===== src/hw/rtl/crtt_pkg.sv =====
// Shared types and codes for the command retry/timeout table.
// Request, response and status encodings; no dependencies.
package crtt_pkg;

   typedef enum logic [1:0] {
      OP_NEW   = 2'd0,
      OP_TICK  = 2'd1,
      OP_POLL  = 2'd2,
      OP_CLEAR = 2'd3
   } op_type;

   typedef enum logic [2:0] {
      RSP_QUEUED  = 3'd0,
      RSP_FULL    = 3'd1,
      RSP_REPORT  = 3'd2,
      RSP_CLEARED = 3'd3,
      RSP_EMPTY   = 3'd4
   } rsp_kind_type;

   typedef enum logic [1:0] {
      ST_WAITING  = 2'd0,
      ST_RETRYING = 2'd1,
      ST_TIMEOUT  = 2'd2
   } entry_state_type;

   typedef enum logic {
      S_IDLE = 1'b0,
      S_SCAN = 1'b1
   } seq_state_type;

   localparam logic CSR_RETRY_COUNT     = 1'b0;
   localparam logic CSR_TIMEOUT_SECONDS = 1'b1;

   localparam logic [3:0] RETRY_COUNT_RESET     = 4'd3;
   localparam logic [7:0] TIMEOUT_SECONDS_RESET = 8'd5;

   typedef struct packed {
      op_type     op;
      logic [1:0] command_code;
   } req_word_type;

   typedef struct packed {
      rsp_kind_type    kind;
      logic [15:0]     sequence_number;
      logic [1:0]      entry_command;
      logic [3:0]      retries_remaining;
      logic [7:0]      seconds_remaining;
      logic [7:0]      entry_timeout;
      entry_state_type entry_status;
      logic [4:0]      cleared_count;
      logic            last;
   } rsp_word_type;

endpackage


===== src/hw/rtl/crtt_entry_alu.sv =====
// Shared entry update unit: tick aging, poll retry/timeout and seconds left.
// Depends on crtt_pkg.
module crtt_entry_alu import crtt_pkg::*; #(
   parameter int AGE_BITS = 8
) (
   input  logic                is_poll,
   input  logic [AGE_BITS-1:0] age,
   input  logic [7:0]          timeout,
   input  logic [3:0]          retries,
   input  entry_state_type     status,
   output logic [AGE_BITS-1:0] age_next,
   output logic [3:0]          retries_next,
   output entry_state_type     status_next,
   output logic [7:0]          secs
);

   localparam int CMP_W = (AGE_BITS > 8) ? AGE_BITS : 8;

   logic [CMP_W-1:0] age_ext;
   logic [CMP_W-1:0] tmo_ext;
   logic [CMP_W-1:0] age_next_ext;
   logic [CMP_W-1:0] diff;

   assign age_ext = CMP_W'(age);
   assign tmo_ext = CMP_W'(timeout);

   always_comb begin
      age_next     = age;
      retries_next = retries;
      status_next  = status;
      if (!is_poll) begin
         if (age != '1) begin
            age_next = age + AGE_BITS'(1);
         end
      end else begin
         case (status)
            ST_TIMEOUT: begin
            end
            default: begin
               if (age_ext >= tmo_ext) begin
                  if (retries != 4'd0) begin
                     retries_next = retries - 4'd1;
                     age_next     = '0;
                     status_next  = ST_RETRYING;
                  end else begin
                     status_next = ST_TIMEOUT;
                  end
               end else if (status == ST_RETRYING) begin
                  status_next = ST_WAITING;
               end
            end
         endcase
      end
   end

   assign age_next_ext = CMP_W'(age_next);
   assign diff         = tmo_ext - age_next_ext;
   assign secs         = (tmo_ext > age_next_ext) ? diff[7:0] : 8'd0;

endmodule


===== src/hw/rtl/crtt_table.sv =====
// Entry store: one write port, one registered read port.
// No dependencies.
module crtt_table #(
   parameter int DEPTH  = 16,
   parameter int ADDR_W = 4,
   parameter int DATA_W = 40
) (
   input  logic              clock,
   input  logic              wr_en,
   input  logic [ADDR_W-1:0] wr_addr,
   input  logic [DATA_W-1:0] wr_data,
   input  logic              rd_en,
   input  logic [ADDR_W-1:0] rd_addr,
   output logic [DATA_W-1:0] rd_data
);

   logic [DATA_W-1:0] mem [DEPTH];
   logic [DATA_W-1:0] rd_data_ff;

   always_ff @(posedge clock) begin
      if (wr_en) begin
         mem[wr_addr] <= wr_data;
      end
   end

   always_ff @(posedge clock) begin
      if (rd_en) begin
         rd_data_ff <= mem[rd_addr];
      end
   end

   assign rd_data = rd_data_ff;

endmodule


===== src/hw/rtl/command_retry_timeout_table.sv =====
// Top level: command retry/timeout table with scan sequencer and CSRs.
// Depends on crtt_pkg, crtt_table, crtt_entry_alu.
//
//   channel | ports                           | handshake
//   --------+---------------------------------+------------------------------
//   request | start, busy, req_word           | taken when start & !busy
//   result  | rsp_valid, rsp_word             | one-cycle strobe, no stall
//   config  | csr_write_en, csr_index, csr_data | write when csr_write_en
//
// New, clear and poll on an empty table: taken without leaving idle, word next cycle.
// Tick on an empty table: taken without leaving idle, no word.
// Tick and poll otherwise walk the table one entry per cycle through the
// store's read port, staying busy until the last entry is written back.
// Reset empties the table and zeroes the sequence counter; stored entries
// are left as they are and only entries below the count are ever read.
// Words go out one per cycle during a poll; the receiver cannot stall.
module command_retry_timeout_table import crtt_pkg::*; #(
   parameter int TABLE_DEPTH   = 16,
   parameter int SEQUENCE_BITS = 16,
   parameter int AGE_BITS      = 8
) (
   input  logic         clock,
   input  logic         reset,
   input  logic         start,
   output logic         busy,
   input  req_word_type req_word,
   output logic         rsp_valid,
   output rsp_word_type rsp_word,
   input  logic         csr_write_en,
   input  logic         csr_index,
   input  logic [7:0]   csr_data
);

   localparam int IDX_W   = (TABLE_DEPTH > 1) ? $clog2(TABLE_DEPTH) : 1;
   localparam int CNT_W   = $clog2(TABLE_DEPTH + 1);
   localparam int ENTRY_W = SEQUENCE_BITS + 2 + 4 + AGE_BITS + 8 + 2;

   seq_state_type          state_ff, state_in;
   logic                   poll_ff, poll_in;
   logic [CNT_W-1:0]       rd_idx_ff, rd_idx_in;
   logic [CNT_W-1:0]       proc_idx_ff, proc_idx_in;
   logic                   rd_pend_ff, rd_pend_in;
   logic [CNT_W-1:0]       count_ff, count_in;
   logic [SEQUENCE_BITS-1:0] seq_ff, seq_in;
   logic [3:0]             retry_cfg_ff, retry_cfg_in;
   logic [7:0]             tmo_cfg_ff, tmo_cfg_in;
   logic                   rsp_valid_ff, rsp_valid_in;
   rsp_word_type           rsp_word_ff, rsp_word_in;

   logic                   accept;
   logic                   full;
   logic                   issue;
   logic                   last_proc;
   logic                   scan_op;

   logic                   mem_we;
   logic [IDX_W-1:0]       mem_waddr;
   logic [ENTRY_W-1:0]     mem_wdata;
   logic [ENTRY_W-1:0]     mem_rdata;

   logic [SEQUENCE_BITS-1:0] rd_seq;
   logic [1:0]             rd_code;
   logic [3:0]             rd_retries;
   logic [AGE_BITS-1:0]    rd_age;
   logic [7:0]             rd_tmo;
   logic [1:0]             rd_state_bits;

   logic [AGE_BITS-1:0]    alu_age;
   logic [3:0]             alu_retries;
   entry_state_type        alu_status;
   logic [7:0]             alu_secs;

   assign busy      = (state_ff == S_SCAN);
   assign accept    = start && !busy;
   assign full      = (count_ff == CNT_W'(TABLE_DEPTH));
   assign issue     = (state_ff == S_SCAN) && (rd_idx_ff < count_ff);
   assign last_proc = rd_pend_ff && (CNT_W'(proc_idx_ff + CNT_W'(1)) == count_ff);
   assign scan_op   = (req_word.op == OP_TICK) || (req_word.op == OP_POLL);

   assign {rd_seq, rd_code, rd_retries, rd_age, rd_tmo, rd_state_bits} = mem_rdata;

   crtt_table #(
      .DEPTH  (TABLE_DEPTH),
      .ADDR_W (IDX_W),
      .DATA_W (ENTRY_W)
   ) u_table (
      .clock   (clock),
      .wr_en   (mem_we),
      .wr_addr (mem_waddr),
      .wr_data (mem_wdata),
      .rd_en   (issue),
      .rd_addr (rd_idx_ff[IDX_W-1:0]),
      .rd_data (mem_rdata)
   );

   crtt_entry_alu #(
      .AGE_BITS (AGE_BITS)
   ) u_alu (
      .is_poll      (poll_ff),
      .age          (rd_age),
      .timeout      (rd_tmo),
      .retries      (rd_retries),
      .status       (entry_state_type'(rd_state_bits)),
      .age_next     (alu_age),
      .retries_next (alu_retries),
      .status_next  (alu_status),
      .secs         (alu_secs)
   );

   // next state
   always_comb begin
      state_in = state_ff;
      unique case (state_ff)
         S_IDLE: begin
            if (accept && scan_op && (count_ff != '0)) begin
               state_in = S_SCAN;
            end
         end
         S_SCAN: begin
            if (last_proc) begin
               state_in = S_IDLE;
            end
         end
         default: state_in = S_IDLE;
      endcase
   end

   // datapath and outputs
   always_comb begin
      poll_in      = poll_ff;
      rd_idx_in    = rd_idx_ff;
      proc_idx_in  = proc_idx_ff;
      rd_pend_in   = 1'b0;
      count_in     = count_ff;
      seq_in       = seq_ff;
      rsp_valid_in = 1'b0;
      rsp_word_in  = '0;
      mem_we       = 1'b0;
      mem_waddr    = count_ff[IDX_W-1:0];
      mem_wdata    = {SEQUENCE_BITS'(seq_ff + SEQUENCE_BITS'(1)), req_word.command_code,
                      retry_cfg_ff, AGE_BITS'(0), tmo_cfg_ff, ST_WAITING};
      unique case (state_ff)
         S_IDLE: begin
            if (accept) begin
               rsp_word_in.last = 1'b1;
               unique case (req_word.op)
                  OP_NEW: begin
                     rsp_valid_in = 1'b1;
                     if (full) begin
                        rsp_word_in.kind = RSP_FULL;
                     end else begin
                        mem_we                      = 1'b1;
                        seq_in                      = seq_ff + SEQUENCE_BITS'(1);
                        count_in                    = count_ff + CNT_W'(1);
                        rsp_word_in.kind            = RSP_QUEUED;
                        rsp_word_in.sequence_number = 16'(seq_in);
                     end
                  end
                  OP_TICK, OP_POLL: begin
                     poll_in   = (req_word.op == OP_POLL);
                     rd_idx_in = '0;
                     if ((count_ff == '0) && (req_word.op == OP_POLL)) begin
                        rsp_valid_in     = 1'b1;
                        rsp_word_in.kind = RSP_EMPTY;
                     end
                  end
                  OP_CLEAR: begin
                     rsp_valid_in              = 1'b1;
                     rsp_word_in.kind          = RSP_CLEARED;
                     rsp_word_in.cleared_count = 5'(count_ff);
                     count_in                  = '0;
                     seq_in                    = '0;
                  end
                  default: begin
                  end
               endcase
            end
         end
         S_SCAN: begin
            if (issue) begin
               rd_idx_in   = rd_idx_ff + CNT_W'(1);
               proc_idx_in = rd_idx_ff;
               rd_pend_in  = 1'b1;
            end
            if (rd_pend_ff) begin
               mem_we    = 1'b1;
               mem_waddr = proc_idx_ff[IDX_W-1:0];
               mem_wdata = {rd_seq, rd_code, alu_retries, alu_age, rd_tmo, alu_status};
               if (poll_ff) begin
                  rsp_valid_in                  = 1'b1;
                  rsp_word_in.kind              = RSP_REPORT;
                  rsp_word_in.sequence_number   = 16'(rd_seq);
                  rsp_word_in.entry_command     = rd_code;
                  rsp_word_in.retries_remaining = alu_retries;
                  rsp_word_in.seconds_remaining = alu_secs;
                  rsp_word_in.entry_timeout     = rd_tmo;
                  rsp_word_in.entry_status      = alu_status;
                  rsp_word_in.last              = last_proc;
               end
            end
         end
         default: begin
         end
      endcase
   end

   // config writes
   always_comb begin
      retry_cfg_in = retry_cfg_ff;
      tmo_cfg_in   = tmo_cfg_ff;
      if (csr_write_en) begin
         unique case (csr_index)
            CSR_RETRY_COUNT:     retry_cfg_in = csr_data[3:0];
            CSR_TIMEOUT_SECONDS: tmo_cfg_in   = csr_data;
            default: begin
            end
         endcase
      end
   end

   always_ff @(posedge clock) begin
      if (reset) begin
         state_ff     <= S_IDLE;
         rd_pend_ff   <= 1'b0;
         count_ff     <= '0;
         seq_ff       <= '0;
         retry_cfg_ff <= RETRY_COUNT_RESET;
         tmo_cfg_ff   <= TIMEOUT_SECONDS_RESET;
         rsp_valid_ff <= 1'b0;
      end else begin
         state_ff     <= state_in;
         rd_pend_ff   <= rd_pend_in;
         count_ff     <= count_in;
         seq_ff       <= seq_in;
         retry_cfg_ff <= retry_cfg_in;
         tmo_cfg_ff   <= tmo_cfg_in;
         rsp_valid_ff <= rsp_valid_in;
      end
   end

   always_ff @(posedge clock) begin
      poll_ff     <= poll_in;
      rd_idx_ff   <= rd_idx_in;
      proc_idx_ff <= proc_idx_in;
      rsp_word_ff <= rsp_word_in;
   end

   assign rsp_valid = rsp_valid_ff;
   assign rsp_word  = rsp_word_ff;

endmodule


===== config.mk =====
export PLATFORM = sky130hd
export DESIGN_NAME = command_retry_timeout_table
export DESIGN_NICKNAME = d
export VERILOG_FILES = /design/src/hw/rtl/crtt_pkg.sv /design/src/hw/rtl/crtt_entry_alu.sv /design/src/hw/rtl/crtt_table.sv /design/src/hw/rtl/command_retry_timeout_table.sv
export SDC_FILE = /design/constraint.sdc
export NUM_CORES = 1
export LEC_CHECK = 0
export BUFFER_PORTS_ARGS = -buffer_cell sky130_fd_sc_hd__clkbuf_2
export CORE_ASPECT_RATIO = 2
export CORE_MARGIN = 2
export CORE_UTILIZATION = 60
export DETAILED_ROUTE_END_ITERATION = 6
export PLACE_DENSITY = 0.77
export SLEW_MARGIN = 10
export SYNTH_ARGS = -nofsm -noshare
export SYNTH_HDL_FRONTEND = slang
export SYNTH_SLANG_ARGS = --single-unit

===== constraint.sdc =====
create_clock -name clock -period 10.67 [get_ports clock]
set_input_delay 1.067 -clock clock [delete_from_list [all_inputs] [get_ports clock]]
set_output_delay 1.067 -clock clock [all_outputs]
set_load 0.01 [all_outputs]

# Yosys cells after proc, flatten, opt, wreduce, memory -nomap -nowiden
# Memory sizes are Yosys's and may differ from the RTL's. A register that Yosys moved wholly into a read port is not among the register bits.
# Index checks and enable logic that the tools add are counted.
[word_totals]
reg_bits = 96
latch_bits = 0
ramBits = 640
mem_bits_ro = 0
inputBits = 17
out_inout_bits = 51
wordCells = 128
mem_count = 1
[classes]
add_sub_neg = 7
multipliers = 0
n_div = 0
order_cmp = 3
eq_ne = 12
shift = 0
n_mux = 57
n_bitwise = 4
n_reduce_logical = 25
[memory_table]
columns = ["name", "depth", "word_bits", "read_ports", "rd_clocked_by_memory_dff", "write_ports", "line", "text"]
rows = [
  ["u_table.mem", 16, 40, 1, 1, 1, "crtt_table.sv:17", "logic [DATA_W-1:0] mem [DEPTH];"],
]
[op_table]
columns = ["cell", "n"]
rows = [
  ["40-bit 2-to-1 mux", 2],
  ["16-bit 2-to-1 mux", 3],
  ["8-bit 2-to-1 mux", 6],
  ["43-bit 2-to-1 mux", 1],
  ["42-bit 2-to-1 mux", 1],
  ["19-bit one-hot mux with 2 select lines", 1],
  ["16-bit one-hot mux with 2 select lines", 1],
  ["4-bit 2-to-1 mux", 6],
  ["5-bit 2-to-1 mux", 4],
  ["5-bit one-hot mux with 2 select lines", 2],
  ["19-bit 2-to-1 mux", 1],
  ["1-bit 2-to-1 mux", 17],
  ["16-bit by 1-bit adder with 16-bit output, second input constant", 1],
  ["5-bit by 1-bit adder with 5-bit output, second input constant", 3],
  ["2-bit 2-to-1 mux", 5],
  ["1-bit one-hot mux with 2 select lines", 5],
  ["3-bit one-hot mux with 3 select lines", 1],
  ["3-bit AND reduction", 3],
  ["8-bit by 1-bit adder with 8-bit output, second input constant", 1],
  ["8-bit >= comparator", 1],
  ["8-bit greater-than comparator", 1],
  ["8-bit inequality test, second input constant", 1],
  ["4-bit AND reduction", 2],
  ["8-bit subtractor", 1],
  ["other kinds (21)", 38],
]

# Logic depth before layout (Yosys ltp)
[logic_depth]
ltp_word = 10
depth_mapped = 16
depth_no_buf = 15

# By module
# From an unflattened synthesis, not the netlist that was laid out.
[unflattened]
hier_cells = 1648
hier_area_um2 = 30875.9
[by_module_without_submodules]
columns = ["mod", "n_inst", "cells_each", "area_per_inst_um2", "seq_area_each_um2"]
rows = [
  ["crtt_table", 1, 1040, 25532.0, 20419.6],
  ["command_retry_timeout_table", 1, 461, 4245.3, 2031.9],
  ["crtt_entry_alu", 1, 147, 1098.6, 0.0],
]

# Worst setup path after synthesis
# OpenSTA, ideal clock, no wires.
[synth_path]
path_kind = "input -> register"
from = "input req_word[2] in the netlist's numbering"
to = "memory u_table.mem[0][0] (enable)"
setup_time_ns = 0.437
t_arrival_ns = 3.887
required_ns = 10.233
slack_ns = 6.345
path_stages = 8
path_buffers = 1
path_cell_list = "inv_1 -> ha_1 -> nand3b_1 -> or2_2 -> clkbuf_1 -> nor3_1 -> a21oi_1 -> nor2_1"
[synth_between]
elab_chain_cells = 6
[synth_lines]
columns = ["element", "line", "text"]
rows = [
  ["start, declared", "command_retry_timeout_table.sv:26", "input req_word_type req_word,"],
  ["2-bit zero test", "command_retry_timeout_table.sv:146", "unique case (req_word.op)"],
  ["1-bit 2-to-1 mux", "command_retry_timeout_table.sv:146", ""],
  ["1-bit 2-to-1 mux", "command_retry_timeout_table.sv:144", "if (accept) begin"],
  ["1-bit one-hot mux with 2 select lines", "command_retry_timeout_table.sv:142", "unique case (state_ff)"],
  ["1-bit 2-to-1 mux", "crtt_table.sv:21", "if (wr_en) begin"],
  ["1-bit 2-to-1 mux (not written as such)", "crtt_table.sv:22", "mem[wr_addr] <= wr_data;"],
  ["end, declared", "crtt_table.sv:17", ""],
]
# Every way passes these cells.

# Worst setup path after layout
[layout_path]
from = "register u_table.rd_data_ff[10], in the netlist u_table.rd_data[10] (read register of u_table.mem)"
to = "register rsp_word_ff (netlist bit rsp_word[19])"
[layout_between]
elab_chain_cells = 6
elab_cells_between_ends = 11
classes_between = "add/sub: 2; order compare: 2; eq/ne: 1; mux: 5; reduce/logical: 1"
[layout_lines]
columns = ["element", "line", "text"]
rows = [
  ["start, declared", "crtt_table.sv:18", "logic [DATA_W-1:0] rd_data_ff;"],
  ["8-bit >= comparator / 8-bit 2-to-1 mux (equally long branches)", "crtt_entry_alu.sv:40, crtt_entry_alu.sv:41", ""],
  ["8-bit 2-to-1 mux", "crtt_entry_alu.sv:40", "if (age_ext >= tmo_ext) begin"],
  ["8-bit 2-to-1 mux", "crtt_entry_alu.sv:36", "case (status)"],
  ["8-bit 2-to-1 mux *", "crtt_entry_alu.sv:31", "if (!is_poll) begin"],
  ["8-bit greater-than comparator", "crtt_entry_alu.sv:58", "assign secs = (tmo_ext > age_next_ext) ? diff[7:0] : 8'd0;"],
  ["4-bit AND reduction (no line)", "n/a", ""],
  ["end signal, assigned", "command_retry_timeout_table.sv:245", "rsp_word_ff <= rsp_word_in;"],
  ["end, declared", "command_retry_timeout_table.sv:48", "rsp_word_type rsp_word_ff, rsp_word_in;"],
]
# Mark *: on every way between the ends. The rest lies on a longest branch, timed or not.
# A chain may end at the register's enable or synchronous reset.

==> impl_metrics.csv <==
group,metric,value,unit
die,core_area,0.0508,sq mm
cts,htree_levels,2,
cts,cts_setup_buffers,0,
placement,gp_congestion,0.886,
synth,yosys_warnings,0,
worst_setup_path,startpoint_type,"flip-flop",
drt,drc,0,
timing,max_slew_margin,0.175,
worst_setup_path,rrSetupSlack,6.68,ns
timing,fin_ws,6.68,ns
synth,yosysSeqAreaShare,0.731,
synth,ys_ff_latch,776,
worst_setup_path,critPathKind,"reg -> reg",
final_layout,fin_nets,1849,
grt,grt_max_degree,165,
worst_setup_path,crit_family,"compound AO/OA/AOI/OAI gates",
synth,synth_fp_nets,1772,
cts,ctsRootBufferMaster,"clkbuf_16",
final_layout,instances_no_fill,2507,
final_layout,area_delta_synth_final,11.4,%
synth,synth-edff-count,691,
final_layout,multi_input_area,0.00795,sq mm
timing,tightestPinTransition,1.24,ns
worst_setup_path,slowest_delay,0.50,ns
min_path,hold_path_class,"reg -> reg",
synth,synth_flop_cell,"edfxtp_1",
power,power_density,176,mW/mm^2
power,power.leakage,11.1,nW
drt,post_drt_via_cell_ratio,6.52,
die,ios,68,
die,dieArea,0.0532,sq mm
grt,antenna_found_initial,2,
timing,hold_viol,0,
timing,drv_slew,0,
drt,wl_per_cell,27.5,microns
min_path,worstHoldPathCells,2,
worst_setup_path,worst-path-max-fanout,14,
timing,finalCriticalPeriod,3.99,ns
power,finalPower,6.04,mW
power,ir_drop,0.187,mV
cts,cts_resized,0,
synth,synthesis.instances,1722,
synth,syn_area_per_cell,17.8,sq um
drt,dr.pass1.iters,7,
placement,port_buffers,67,
final_layout,post-route-util,0.674,
cts,cts_tree,"yes",
synth,syn_area,0.0307,sq mm
timing,min_period_over_period,0.374,
drt,dr_total_vias,16300,
drt,wl,68800,microns
final_layout,seq_area,0.0225,sq mm
timing,final-setup-viol-count,0,
worst_setup_path,worstPathArrival,4.51,ns
cts,cts_buffer_depth,3,
status,status,"completed",
drt,drtIter0Drc,1634,
worst_setup_path,cp.required,11.19,ns
die,rows,117,
worst_setup_path,reg2regPathDepth,12,
die,dieWidth,164,microns
placement,hpwlAfterDp,37500,microns
worst_setup_path,path_depth,12,
timing,rsz0062_at_grt,"no",
timing,finClkSkew,0.0302,ns
cts,clock_latency,0.64,ns
die,start_util,0.605,
final_layout,drive_above_1_share,0.222,
timing,finalSetupTns,0,ns
grt,grt_pass1_wl,103000,microns
placement,dp.cells,2389,
timing,fmax,251,MHz
synth,ys_async_sr_fraction,0,
cts,cts.sinks,776,
worst_setup_path,end_kind,"flip-flop",
worst_setup_path,crit_chain,"inv_1 > ha_1 > nand2b_1 > a2111oi_2 > o21a_1 > nor2_1 > or2_2 > ha_1 > o21ai_0 > a2111oi_0 > nand2b_1 > a211oi_1",
grt,grt.overflow.total,0,
die,die_y,324,microns
job,maxCapViolCount,0,
grt,grt_usage,0.266,
cts,clk_pin_slew,0.07,ns
synth,yosysUniqueCellTypes,64,
drt,ant_nets,0,
final_layout,n_fill_cell,3200,
placement,dp_slack,6.78,ns
worst_setup_path,crit_buf_inv,1,
grt,grt_pass1_vias,16700,
cts,holdBufCountCts,0,
worst_setup_path,cpMaxStageDelayCell,"a2111oi_0",
cts,cts_buffers,61,
## cells by family after synthesis
| group | Yosys count | share of synthesized area |
|---|---|---|
| AND/OR/NAND/NOR | 324 | 0.0518 |
| AO/OA/AOI/OAI | 224 | 0.0448 |
| flip-flops | 776 | 0.731 |
| buffers and inverters | 122 | 0.0162 |
| adder cells (fa/ha/maj) | 33 | 0.0137 |
| multiplexers | 209 | 0.133 |
| XOR/XNOR | 34 | 0.00969 |
## state kept, by name, summed over array words and instances (netlist names)
signal           count
busy                 1
count_ff             5
poll_ff              1
proc_idx_ff          5
rd_idx_ff            5
rd_pend_ff           1
retry_cfg_ff         4
rsp_valid            1
rsp_word            49
seq_ff              16
tmo_cfg_ff           8
u_table.mem        640
u_table.rd_data     40
## placed cells by master, fill, tap and decap left out, types with 5 or more instances in the layout
master      count
clkinv_2        9
and2_1         10
nand4_1         6
or2_2           5
a21oi_1        81
nand3_1        16
nor2_1         74
xor2_1         11
mux2i_1        49
nor2_4         16
nand2b_1       10
o21ai_1         5
and3_1         14
nor2b_1        44
clkinv_1        7
edfxtp_1      691
dfxtp_1        85
inv_1          32
buf_4          34
o21ai_0        40
or3_1           5
a211oi_1       44
a31oi_1         8
nand2_1        85
xnor2_1        23
clkbuf_16      62
nor3_1         15
o21a_1          7
mux4_2        160
clkbuf_8        5
clkbuf_2       67
ha_1           32
bufinv_16      13
a21o_1          7
clkinvlp_4      8
## cell type report
| cell class | count | area share |
|---|---|---|
| Clock inverter | 44 | 0.0175 |
| Clock buffer | 71 | 0.0478 |
| Sequential cell | 776 | 0.656 |
| Inverter | 32 | 0.00351 |
| Antenna cell | 2 | 0.000146 |
| Multi-Input combinational cell | 824 | 0.232 |
| Tap cell | 654 | 0.0239 |
| Timing Repair Buffer | 104 | 0.0190 |
## tightest hold or removal path, cell delays in order (launching register included)
cell and delay (ns):
dfxtp_1 0.32, nand2_1 0.05, a21oi_1 0.05
## cells in the mapped netlist, types with 3 or more instances
| master | instances | area, sq um |
|---|---|---|
| dfxtp_1 | 85 | 1700 |
| xor2_1 | 11 | 96.3 |
| o211ai_1 | 4 | 30.0 |
| o21a_1 | 7 | 52.6 |
| nand4_1 | 6 | 37.5 |
| nand2b_1 | 10 | 62.6 |
| nor3_1 | 16 | 80.1 |
| clkbuf_1 | 55 | 206 |
| xnor2_1 | 23 | 201 |
| and2_1 | 10 | 62.6 |
| and4_1 | 4 | 35.0 |
| or2_2 | 5 | 31.3 |
| nor2b_1 | 44 | 275 |
| ha_1 | 32 | 400 |
| and3_1 | 15 | 93.8 |
| a21o_1 | 7 | 52.6 |
| a21oi_1 | 86 | 430 |
| o21ai_0 | 44 | 220 |
| buf_2 | 30 | 150 |
| a31oi_1 | 10 | 62.6 |
| buf_1 | 4 | 15.0 |
| nand2_1 | 86 | 323 |
| or3_1 | 5 | 31.3 |
| nand3_1 | 16 | 80.1 |
| mux4_2 | 160 | 3600 |
| edfxtp_1 | 691 | 20700 |
| nor2_1 | 90 | 338 |
| inv_1 | 32 | 120 |
| a211oi_1 | 44 | 330 |
| mux2i_1 | 49 | 490 |
| nor3b_1 | 3 | 22.5 |
## per-stage QoR
step                      hold WS, ns  area, sq um
after floorplan                 0.437        30700
after global placement          0.449        32000
after detailed placement        0.457        32000
after CTS                       0.468        34200
after global routing            0.485        34200
final                           0.470        34200
## where the power goes
part	total [mW]	leakage [nW]	internal (mW)	switching, mW
Clock	2.47	1.07	1.42	1.05
Sequential	3.31	6.90	3.30	0.0109
Combinational	0.258	3.17	0.106	0.152
Total	6.04	11.1	4.82	1.22
## final timing paths
check                      startpoint       endpoint
hold reg to reg         tmo_cfg_ff[4]  tmo_cfg_ff[4]
setup / recovery  u_table.rd_data[10]   rsp_word[19]
setup reg to reg  u_table.rd_data[10]   rsp_word[19]
hold / removal          tmo_cfg_ff[4]  tmo_cfg_ff[4]
## per-layer routing
metal,up-vias,track usage,share of wire
met5,-,0,0
met1,8456,0.330,0.36
met4,0,0.114,0.041
met2,758,0.465,0.53
li1,6963,-,-
met3,164,0.0391,0.068
Note: power is estimated with default switching activity, not from simulation.
